$ cat src/sv/rts_pkg.sv
// Shared constants for the resistive touch scanner and its port checker.
// No dependencies.
package rts_pkg;

  localparam int SAMPLE_W = 12;
  localparam int HOLD_W   = 8;
  localparam int SX_W     = 8;
  localparam int SY_W     = 9;
  localparam int FULL_W   = 9;
  localparam int PROD_W   = SAMPLE_W + FULL_W;
  localparam int CFG_IDX_W = 3;

  localparam logic [FULL_W-1:0] X_FULL = FULL_W'(239);
  localparam logic [FULL_W-1:0] Y_FULL = FULL_W'(319);

  localparam logic [1:0] EV_NONE    = 2'd0;
  localparam logic [1:0] EV_CLICK   = 2'd1;
  localparam logic [1:0] EV_DRAG    = 2'd2;
  localparam logic [1:0] EV_RELEASE = 2'd3;

  localparam logic [1:0] HIST_CLICK   = 2'b01;
  localparam logic [1:0] HIST_DRAG    = 2'b11;
  localparam logic [1:0] HIST_RELEASE = 2'b10;

  localparam logic [CFG_IDX_W-1:0] REG_X_HIGH = 3'd0;
  localparam logic [CFG_IDX_W-1:0] REG_X_LOW  = 3'd1;
  localparam logic [CFG_IDX_W-1:0] REG_Y_HIGH = 3'd2;
  localparam logic [CFG_IDX_W-1:0] REG_Y_LOW  = 3'd3;
  localparam logic [CFG_IDX_W-1:0] REG_HOLD   = 3'd4;

endpackage

$ cat src/sv/resistive_touch_scanner.sv
// Four-wire resistive touch scanner: phase sequencer, touch history and
// a shared multiply / serial-divide unit for coordinate scaling. Uses rts_pkg.
//
//  channel  | handshake              | payload
//  ---------+------------------------+--------------------------------------------
//  input    | in_valid / in_stall    | adc_sample
//  output   | out_valid / out_stall  | drive_axis, touch_event, screen_x, screen_y
//  config   | cfg_valid / cfg_ready  | cfg_index, cfg_data
//
// Start, read and non-scaling classify items are written straight to the output register.
// A click or an unsuppressed drag is scaled per axis, X then Y: offset and span,
// the 12x9 multiply, nine restoring divide steps, then a store.
// in_stall is high while the scaling unit runs or a result waits on out_stall.
// Synchronous reset restores limits and the start phase; cfg_ready is always high.
module resistive_touch_scanner
  import rts_pkg::*;
(
  input  logic                 clk,
  input  logic                 rst,
  input  logic                 in_valid,
  output logic                 in_stall,
  input  logic [SAMPLE_W-1:0]  adc_sample,
  output logic                 out_valid,
  input  logic                 out_stall,
  output logic                 drive_axis,
  output logic [1:0]           touch_event,
  output logic [SX_W-1:0]      screen_x,
  output logic [SY_W-1:0]      screen_y,
  input  logic                 cfg_valid,
  output logic                 cfg_ready,
  input  logic [CFG_IDX_W-1:0] cfg_index,
  input  logic [SAMPLE_W-1:0]  cfg_data
);

  typedef enum logic [3:0] {
    PH_START    = 4'b0001,
    PH_READ_X   = 4'b0010,
    PH_READ_Y   = 4'b0100,
    PH_CLASSIFY = 4'b1000
  } phase_t;

  typedef enum logic [3:0] {
    SEQ_IDLE  = 4'b0001,
    SEQ_PREP  = 4'b0010,
    SEQ_MUL   = 4'b0100,
    SEQ_DIV   = 4'b1000
  } seq_t;

  // configuration
  logic [SAMPLE_W-1:0] x_high, x_low, y_high, y_low;
  logic [HOLD_W-1:0]   hold;

  // scan state
  phase_t              phase;
  logic [SAMPLE_W-1:0] raw_x, raw_y;
  logic [1:0]          hist;
  logic [HOLD_W-1:0]   countdown;
  logic [SX_W-1:0]     last_x;
  logic [SY_W-1:0]     last_y;

  // scaling unit
  seq_t                seq;
  logic                ax;        // 0 while scaling X, 1 while scaling Y
  logic                store;     // last divide step done, result ready
  logic [1:0]          ev_pend;
  logic [SAMPLE_W-1:0] off, span, rem;
  logic [FULL_W-1:0]   quo;
  logic                zero, sat;
  logic [3:0]          cnt;

  logic                in_acc, out_acc, touched;
  logic [SAMPLE_W-1:0] sel_sample, sel_low, sel_high;
  logic [FULL_W-1:0]   sel_full, res;
  logic [PROD_W-1:0]   prod;
  logic [SAMPLE_W:0]   trial, trial_sub;
  logic                trial_ge;

  assign cfg_ready = 1'b1;
  assign in_stall  = (seq != SEQ_IDLE) || store || (out_valid && out_stall);
  assign in_acc    = in_valid && !in_stall;
  assign out_acc   = out_valid && !out_stall;

  assign touched = (raw_x <= x_high) && (raw_x >= x_low) &&
                   (adc_sample <= y_high) && (adc_sample >= y_low);

  always_comb begin
    sel_sample = ax ? raw_y : raw_x;
    sel_low    = ax ? y_low : x_low;
    sel_high   = ax ? y_high : x_high;
    sel_full   = ax ? Y_FULL : X_FULL;
    prod       = PROD_W'(off) * PROD_W'(sel_full);
    trial      = {rem, quo[FULL_W-1]};
    trial_ge   = trial >= {1'b0, span};
    trial_sub  = trial - {1'b0, span};
    if (zero) begin
      res = '0;
    end else if (sat) begin
      res = sel_full;
    end else begin
      res = quo;
    end
  end

  always_ff @(posedge clk) begin
    if (rst) begin
      x_high    <= '1;
      x_low     <= '0;
      y_high    <= '1;
      y_low     <= '0;
      hold      <= HOLD_W'(4);
      phase     <= PH_START;
      raw_x     <= '0;
      raw_y     <= '0;
      hist      <= '0;
      countdown <= '0;
      last_x    <= '0;
      last_y    <= '0;
      seq       <= SEQ_IDLE;
      store     <= 1'b0;
      ax        <= 1'b0;
      out_valid <= 1'b0;
    end else begin
      if (cfg_valid && cfg_ready) begin
        case (cfg_index)
          REG_X_HIGH: x_high <= cfg_data;
          REG_X_LOW:  x_low  <= cfg_data;
          REG_Y_HIGH: y_high <= cfg_data;
          REG_Y_LOW:  y_low  <= cfg_data;
          REG_HOLD:   hold   <= cfg_data[HOLD_W-1:0];
          default: ;
        endcase
      end

      if (out_acc) begin
        out_valid <= 1'b0;
      end

      if (in_acc) begin
        case (phase)
          PH_READ_X: begin
            raw_x       <= adc_sample;
            phase       <= PH_READ_Y;
            out_valid   <= 1'b1;
            drive_axis  <= 1'b1;
            touch_event <= EV_NONE;
            screen_x    <= '0;
            screen_y    <= '0;
          end
          PH_READ_Y: begin
            raw_y       <= adc_sample;
            hist        <= {hist[0], touched};
            phase       <= PH_CLASSIFY;
            out_valid   <= 1'b1;
            drive_axis  <= 1'b0;
            touch_event <= EV_NONE;
            screen_x    <= '0;
            screen_y    <= '0;
          end
          PH_CLASSIFY: begin
            phase      <= PH_READ_X;
            drive_axis <= 1'b0;
            case (hist)
              HIST_CLICK: begin
                countdown <= hold;
                ev_pend   <= EV_CLICK;
                ax        <= 1'b0;
                seq       <= SEQ_PREP;
              end
              HIST_DRAG: begin
                if (countdown != '0) begin
                  countdown   <= countdown - HOLD_W'(1);
                  out_valid   <= 1'b1;
                  touch_event <= EV_NONE;
                  screen_x    <= '0;
                  screen_y    <= '0;
                end else begin
                  ev_pend <= EV_DRAG;
                  ax      <= 1'b0;
                  seq     <= SEQ_PREP;
                end
              end
              HIST_RELEASE: begin
                out_valid   <= 1'b1;
                touch_event <= EV_RELEASE;
                screen_x    <= last_x;
                screen_y    <= last_y;
              end
              default: begin
                out_valid   <= 1'b1;
                touch_event <= EV_NONE;
                screen_x    <= '0;
                screen_y    <= '0;
              end
            endcase
          end
          default: begin
            phase       <= PH_READ_X;
            out_valid   <= 1'b1;
            drive_axis  <= 1'b0;
            touch_event <= EV_NONE;
            screen_x    <= '0;
            screen_y    <= '0;
          end
        endcase
      end

      // shared scaling unit
      if (store) begin
        store <= 1'b0;
        if (!ax) begin
          last_x <= res[SX_W-1:0];
          ax     <= 1'b1;
          seq    <= SEQ_PREP;
        end else begin
          last_y      <= res;
          out_valid   <= 1'b1;
          touch_event <= ev_pend;
          screen_x    <= last_x;
          screen_y    <= res;
        end
      end

      case (seq)
        SEQ_PREP: begin
          off  <= (sel_sample > sel_low) ? sel_sample - sel_low : '0;
          span <= (sel_high > sel_low) ? sel_high - sel_low : '0;
          seq  <= SEQ_MUL;
        end
        SEQ_MUL: begin
          // offset below span keeps the quotient under the full scale
          rem  <= prod[PROD_W-1:FULL_W];
          quo  <= prod[FULL_W-1:0];
          zero <= span == '0;
          sat  <= off >= span;
          cnt  <= '0;
          seq  <= SEQ_DIV;
        end
        SEQ_DIV: begin
          rem <= trial_ge ? trial_sub[SAMPLE_W-1:0] : trial[SAMPLE_W-1:0];
          quo <= {quo[FULL_W-2:0], trial_ge};
          cnt <= cnt + 4'd1;
          if (cnt == 4'(FULL_W - 1)) begin
            seq   <= SEQ_IDLE;
            store <= 1'b1;
          end
        end
        default: ;
      endcase
    end
  end

endmodule

$ cat config.mk
export PLATFORM = sky130hd
export DESIGN_NAME = resistive_touch_scanner
export DESIGN_NICKNAME = d
export VERILOG_FILES = /design/src/sv/rts_pkg.sv /design/src/sv/resistive_touch_scanner.sv
export SDC_FILE = /design/constraint.sdc
export NUM_CORES = 1
export LEC_CHECK = 0
export BUFFER_PORTS_ARGS = -buffer_cell sky130_fd_sc_hd__buf_2
export CAP_MARGIN = 0
export CORE_ASPECT_RATIO = 1.5
export CORE_MARGIN = 1
export CORE_UTILIZATION = 63
export DETAILED_ROUTE_END_ITERATION = 6
export PLACE_DENSITY = 0.88
export SYNTH_ARGS = -nofsm -noshare
export SYNTH_HDL_FRONTEND = slang
export SYNTH_SLANG_ARGS = --single-unit
$ cat constraint.sdc
create_clock -name clk -period 7.2 [get_ports clk]
set_input_delay 0.72 -clock clk [delete_from_list [all_inputs] [get_ports clk]]
set_output_delay 0.72 -clock clk [all_outputs]
set_load 0.005 [all_outputs]
[After elaboration in Yosys (flattened, before gate mapping)]
Cells that the tools add are included.
Operators by class
  add/sub/neg operators: 5
  multiply operators: 1
  $lt $le $gt $ge: 8
  equal/unequal tests: 17
  muxes and demuxes: 56
  bitwise logic cells: 3
  reductions and logical operators: 31
Operators by type and width (number)
  two-way mux 9 bit: 8
  two-way mux 12 bit: 4
  two-way mux 8 bit: 6
  >= comparator 12 bit: 3
  subtractor 12 bit: 3
  case mux 9 bit (3 select lines): 1
  AND reduction 2 bit: 13
  > comparator 12 bit: 2
  <= comparator 12 bit: 2
  two-way mux 4 bit: 6
  case mux 12 bit (2 select lines): 1
  case mux 4 bit (2 select lines): 3
  case mux 8 bit (3 select lines): 1
  multiplier 12 x 9 -> 21 bit: 1
  case mux 9 bit (2 select lines): 1
  case mux 8 bit (2 select lines): 1
  >= comparator 13 x 12 -> 1 bit: 1
  two-way mux 1 bit: 13
  == test 4 bit (second input constant): 3
  logical NOT 12 bit: 1
  two-way mux 2 bit: 6
  case mux 4 bit (3 select lines): 1
  == test 4 x 2 -> 1 bit (second input constant): 2
  == test 4 x 3 -> 1 bit (second input constant): 2
  other kinds (22): 36
Storage, ports and cells
  register bits: 191
  input bits: 32
  output and inout port bits: 23
  word-level logic and storage cells: 149

[Longest topological paths before layout]
  depth after elaboration: 10
  gate-level depth with buffers: 20
  mapped depth without buffers: 19

[Least setup slack after synthesis]
Ideal clock, no wire load.
  kind: input to register
  start point: input port rst
  end point: register cnt[0] (enable)
  library setup time: 543 ps
  data arrival time: 4882 ps
  required time: 6657 ps
  setup slack: 1774 ps
  stages: 2
  path buffers: 1
  path through: clkbuf_1 a2111oi_0
On the way
  longest elaborated chain between the ends: 2
RTL lines
  start: declaration: RTL line resistive_touch_scanner.sv:19  | input logic rst,
  NOT 1 bit (no source line)
  AND reduction 2 bit (no source line)
  end signal: assignment: RTL line resistive_touch_scanner.sv:241  | cnt <= cnt + 4'd1;
  end: declaration: RTL line resistive_touch_scanner.sv:69  | logic [3:0] cnt;
Every way passes these cells.
A chain may end at the register's enable or synchronous reset.

[Final worst setup path]
  start point: register ax
  end point: register rem[5], data pin
On the way
  longest elaborated chain between the ends: 3
RTL lines
  start: declaration: RTL line resistive_touch_scanner.sv:63  | logic ax;
  start signal: assignment: RTL line resistive_touch_scanner.sv:120  | ax <= 1'b0;
  start signal: assignment: RTL line resistive_touch_scanner.sv:166  | ax <= 1'b0;
  start signal: assignment: RTL line resistive_touch_scanner.sv:178  | ax <= 1'b0;
  two-way mux 9 bit: RTL line resistive_touch_scanner.sv:90  | sel_full = ax ? Y_FULL : X_FULL;
  multiplier 12 x 9 -> 21 bit: RTL line resistive_touch_scanner.sv:91  | prod = PROD_W'(off) * PROD_W'(sel_full);
  case mux 12 bit (2 select lines): RTL line resistive_touch_scanner.sv:223  | case (seq)
  end signal: assignment: RTL line resistive_touch_scanner.sv:231  | rem <= prod[PROD_W-1:FULL_W];
  end signal: assignment: RTL line resistive_touch_scanner.sv:239  | rem <= trial_ge ? trial_sub[SAMPLE_W-1:0] : trial[SAMPLE_W-1:0];
  end: declaration: RTL line resistive_touch_scanner.sv:66  | logic [SAMPLE_W-1:0] off, span, rem;
Every way passes these cells.

==> flow_metrics.py <==
metrics = {
    "outcome": {
        "run_status": "completed",
    },
    "cells_and_area": {
        "fin_cells": 1843,
        "areaGrowthSynthToFinish_pct": 7.68,
        "final_cell_mix": "nand2_1 (199), inv_1 (185), ha_1 (149), nor2_1 (118), dfxtp_1 (117)",
        "layout_commonest_cell": "nand2_1",
        "fin_util": 0.696,
        "final_area_um2": 14800,
        "drive_gt1_frac": 0.0825,
        "diodes": 0,
        "nets": 1807,
    },
    "floorplanning": {
        "initial_utilization": 0.647,
        "rows": 65,
        "coreArea_um2": 21200,
        "pin_count": 55,
        "die_h_um": 183,
        "die_area_um2": 22400,
        "die_x_um": 123,
    },
    "clocking": {
        "hold_buffers": 0,
        "clk_pin_slew_worst_paths_ps": 80,
        "ctsResizeCount": 0,
        "htree_num_levels": 4,
        "cts_made_buffers": 17,
        "cts_root_buf": "clkbuf_16",
        "cts_setup_buffers": 0,
        "cts_tree": "built",
        "insertion_delay_ps": 450,
        "cts.sinks": 191,
        "cts_buffer_depth": 2,
    },
    "global_routing": {
        "met2_usage": 0.564,
        "gr-max-usage-layer": "met2",
        "grt_overflow": 0,
        "antenna_found_initial": 0,
        "grt_pass1_wl_um": 54200,
        "use_met3": 0.0410,
        "grt_pass1_vias": 11600,
        "grt_max_degree": 76,
        "grt_use_total": 0.309,
        "grt.met1_usage": 0.338,
    },
    "worst_setup_path": {
        "cp.required_ps": 7360,
        "crit_type": "flop to flop",
        "endpoint_kind": "flop",
        "critPathMaxFanout": 32,
        "worst_ep_arrival_time_ps": 5970,
        "reg2reg_depth": 18,
        "cp-start-kind": "flop",
    },
    "placement": {
        "placed_cell_area_um2": 14200,
        "io_buffer_count": 53,
        "dpl.hpwl_um": 25300,
        "gp_congestion": 0.932,
        "placedCellCount": 1811,
    },
    "sta": {
        "max_slew.worst_pin.slew_ps": 1140,
        "tns_ps": 0,
        "whs_ps": 457,
        "min_period_over_period": 0.806,
        "setup_viol_count_final": 0,
        "rsz0062_at_grt": "no",
        "hold_viol": 0,
        "relSlewSlack": 0.232,
        "fin_skew_ps": 17.9,
        "maxClockFrequency_mhz": 172,
        "fin_crit_ps": 5800,
        "slew_violations": 0,
    },
    "drt": {
        "detail-route-antenna-nets": 0,
        "vias_per_cell": 6.13,
        "first_pass_iters": 6,
        "route.detailed.drc": 0,
        "routedWlPerCell_um": 18.1,
        "drt_wl_total_um": 33300,
        "num_vias": 11300,
        "drtIter0Drc": 884,
    },
    "run": {
        "maxCapViolCount": 0,
    },
    "synth": {
        "yosys_warnings": 0,
        "syn_nets": 1790,
        "avgSynthCellArea_um2": 8.88,
        "synth-edff-count": 73,
        "yosys_most_used_dff": "dfxtp_1",
        "ys_seq_area_frac": 0.332,
        "async_flop_share": 0,
        "synth_cells": 1545,
        "ys_ff_latch": 191,
        "syn-cell-area_um2": 13700,
        "synthDistinctLibCells": 67,
    },
    "pwr": {
        "power_density_nw_per_um2": 157,
        "p_leak_nw": 6.45,
        "pwr-share-comb": 0.089,
        "ir_drop_uv": 151,
        "p_sw_uw": 623,
        "pwr-share-clk": 0.413,
        "intPower_mw": 1.70,
        "p_seq_frac": 0.497,
        "switching_share": 0.269,
    },
    "hold_path": {
        "worstHoldPathCells": 2,
        "hp-class": "flop to flop",
    },
}
worst max-delay path, stage by stage, from the launching register on:
cell and delay [ps]:
dfxtp_2 650, nor2_1 140, or2_2 330, ha_1 280, inv_1 50, fa_1 550
inv_1 60, fa_1 520, inv_1 50, fa_1 540, inv_1 50, ha_1 360
a2111oi_0 690, a21boi_1 480, nor2_1 110, o21ai_0 180, nand2b_1 70, a211oi_1 290
o22ai_1 120
cells by family after synthesis:
group,Yosys count,share of synthesized area
compound gates,324,0.148
mux,52,0.0392
flops,191,0.332
simple gates,474,0.156
xor+xnor,38,0.0242
fa+ha+maj,213,0.229
other cells,2,0.000547
buf+inv,251,0.0701
registers in the layout, indices dropped and copies added, names as in the netlist, 12 cells and up:
name	count
raw_y	12
rem	12
raw_x	12
y_high	12
x_low	12
x_high	12
span	12
y_low	12
off	12
cells in the mapped netlist (9+ instances only):
cell type | count | area [um^2]
and2_1 | 10 | 62.6
o21ai_0 | 64 | 320
nand4_1 | 13 | 81.3
edfxtp_1 | 73 | 2190
inv_1 | 185 | 694
dfxtp_1 | 118 | 2360
a211oi_1 | 11 | 82.6
mux2i_1 | 38 | 380
a21oi_1 | 113 | 566
fa_1 | 64 | 1280
a22oi_1 | 9 | 67.6
xor2_1 | 16 | 140
nor3_1 | 41 | 205
o21a_1 | 14 | 105
nor2b_1 | 16 | 100
nand3_1 | 18 | 90.1
ha_1 | 149 | 1860
xnor2_1 | 22 | 193
o211ai_1 | 30 | 225
a21o_1 | 23 | 173
nand2_1 | 199 | 747
nand2b_1 | 14 | 87.6
clkbuf_1 | 54 | 203
nor2_1 | 118 | 443
mux2_2 | 14 | 158
power by group through the flow:
stage | Clock [mW] | Sequential, mW | Combinational (mW)
global placement | 0 | 1.18 | 0.194
floorplan | 0 | 1.17 | 0.134
detailed placement | 0 | 1.18 | 0.201
global route | 1.00 | 1.15 | 0.227
finish | 0.959 | 1.15 | 0.207
CTS | 0.961 | 1.15 | 0.204
path summary, 6_finish.rpt:
check	from	slack [ps]	to
setup reg to reg	ax$_SDFF_PP0_	1400	rem[5]$_DFFE_PP_
setup / recovery	ax$_SDFF_PP0_	1400	rem[5]$_DFFE_PP_
hold / removal	raw_y[9]$_SDFFE_PP0P_	460	raw_y[9]$_SDFFE_PP0P_
hold reg to reg	raw_y[9]$_SDFFE_PP0P_	460	raw_y[9]$_SDFFE_PP0P_
routing by layer:
layer	up-vias	routed length (um)
met4	0	1590
met2	394	17900
met3	109	1270
li1	5335	-
met1	5454	12600
met5	-	0
cell type report:
class	count	area [um^2]
Inverter	185	694
Clock inverter	14	175
Fill cell	1492	6450
Multi-Input combinational cell	1103	8240
Tap cell	268	335
Clock buffer	18	429
Sequential cell	191	4560
Timing Repair Buffer	64	348
per-stage QoR:
stage	setup WS, ps	total power, mW
after global routing	1050	2.38
final	1400	2.32
after CTS	1510	2.32
after detailed placement	1670	1.38
after global placement	1940	1.37
after floorplan	1770	1.31
No activity file was read; power rests on OpenSTA's default activity.
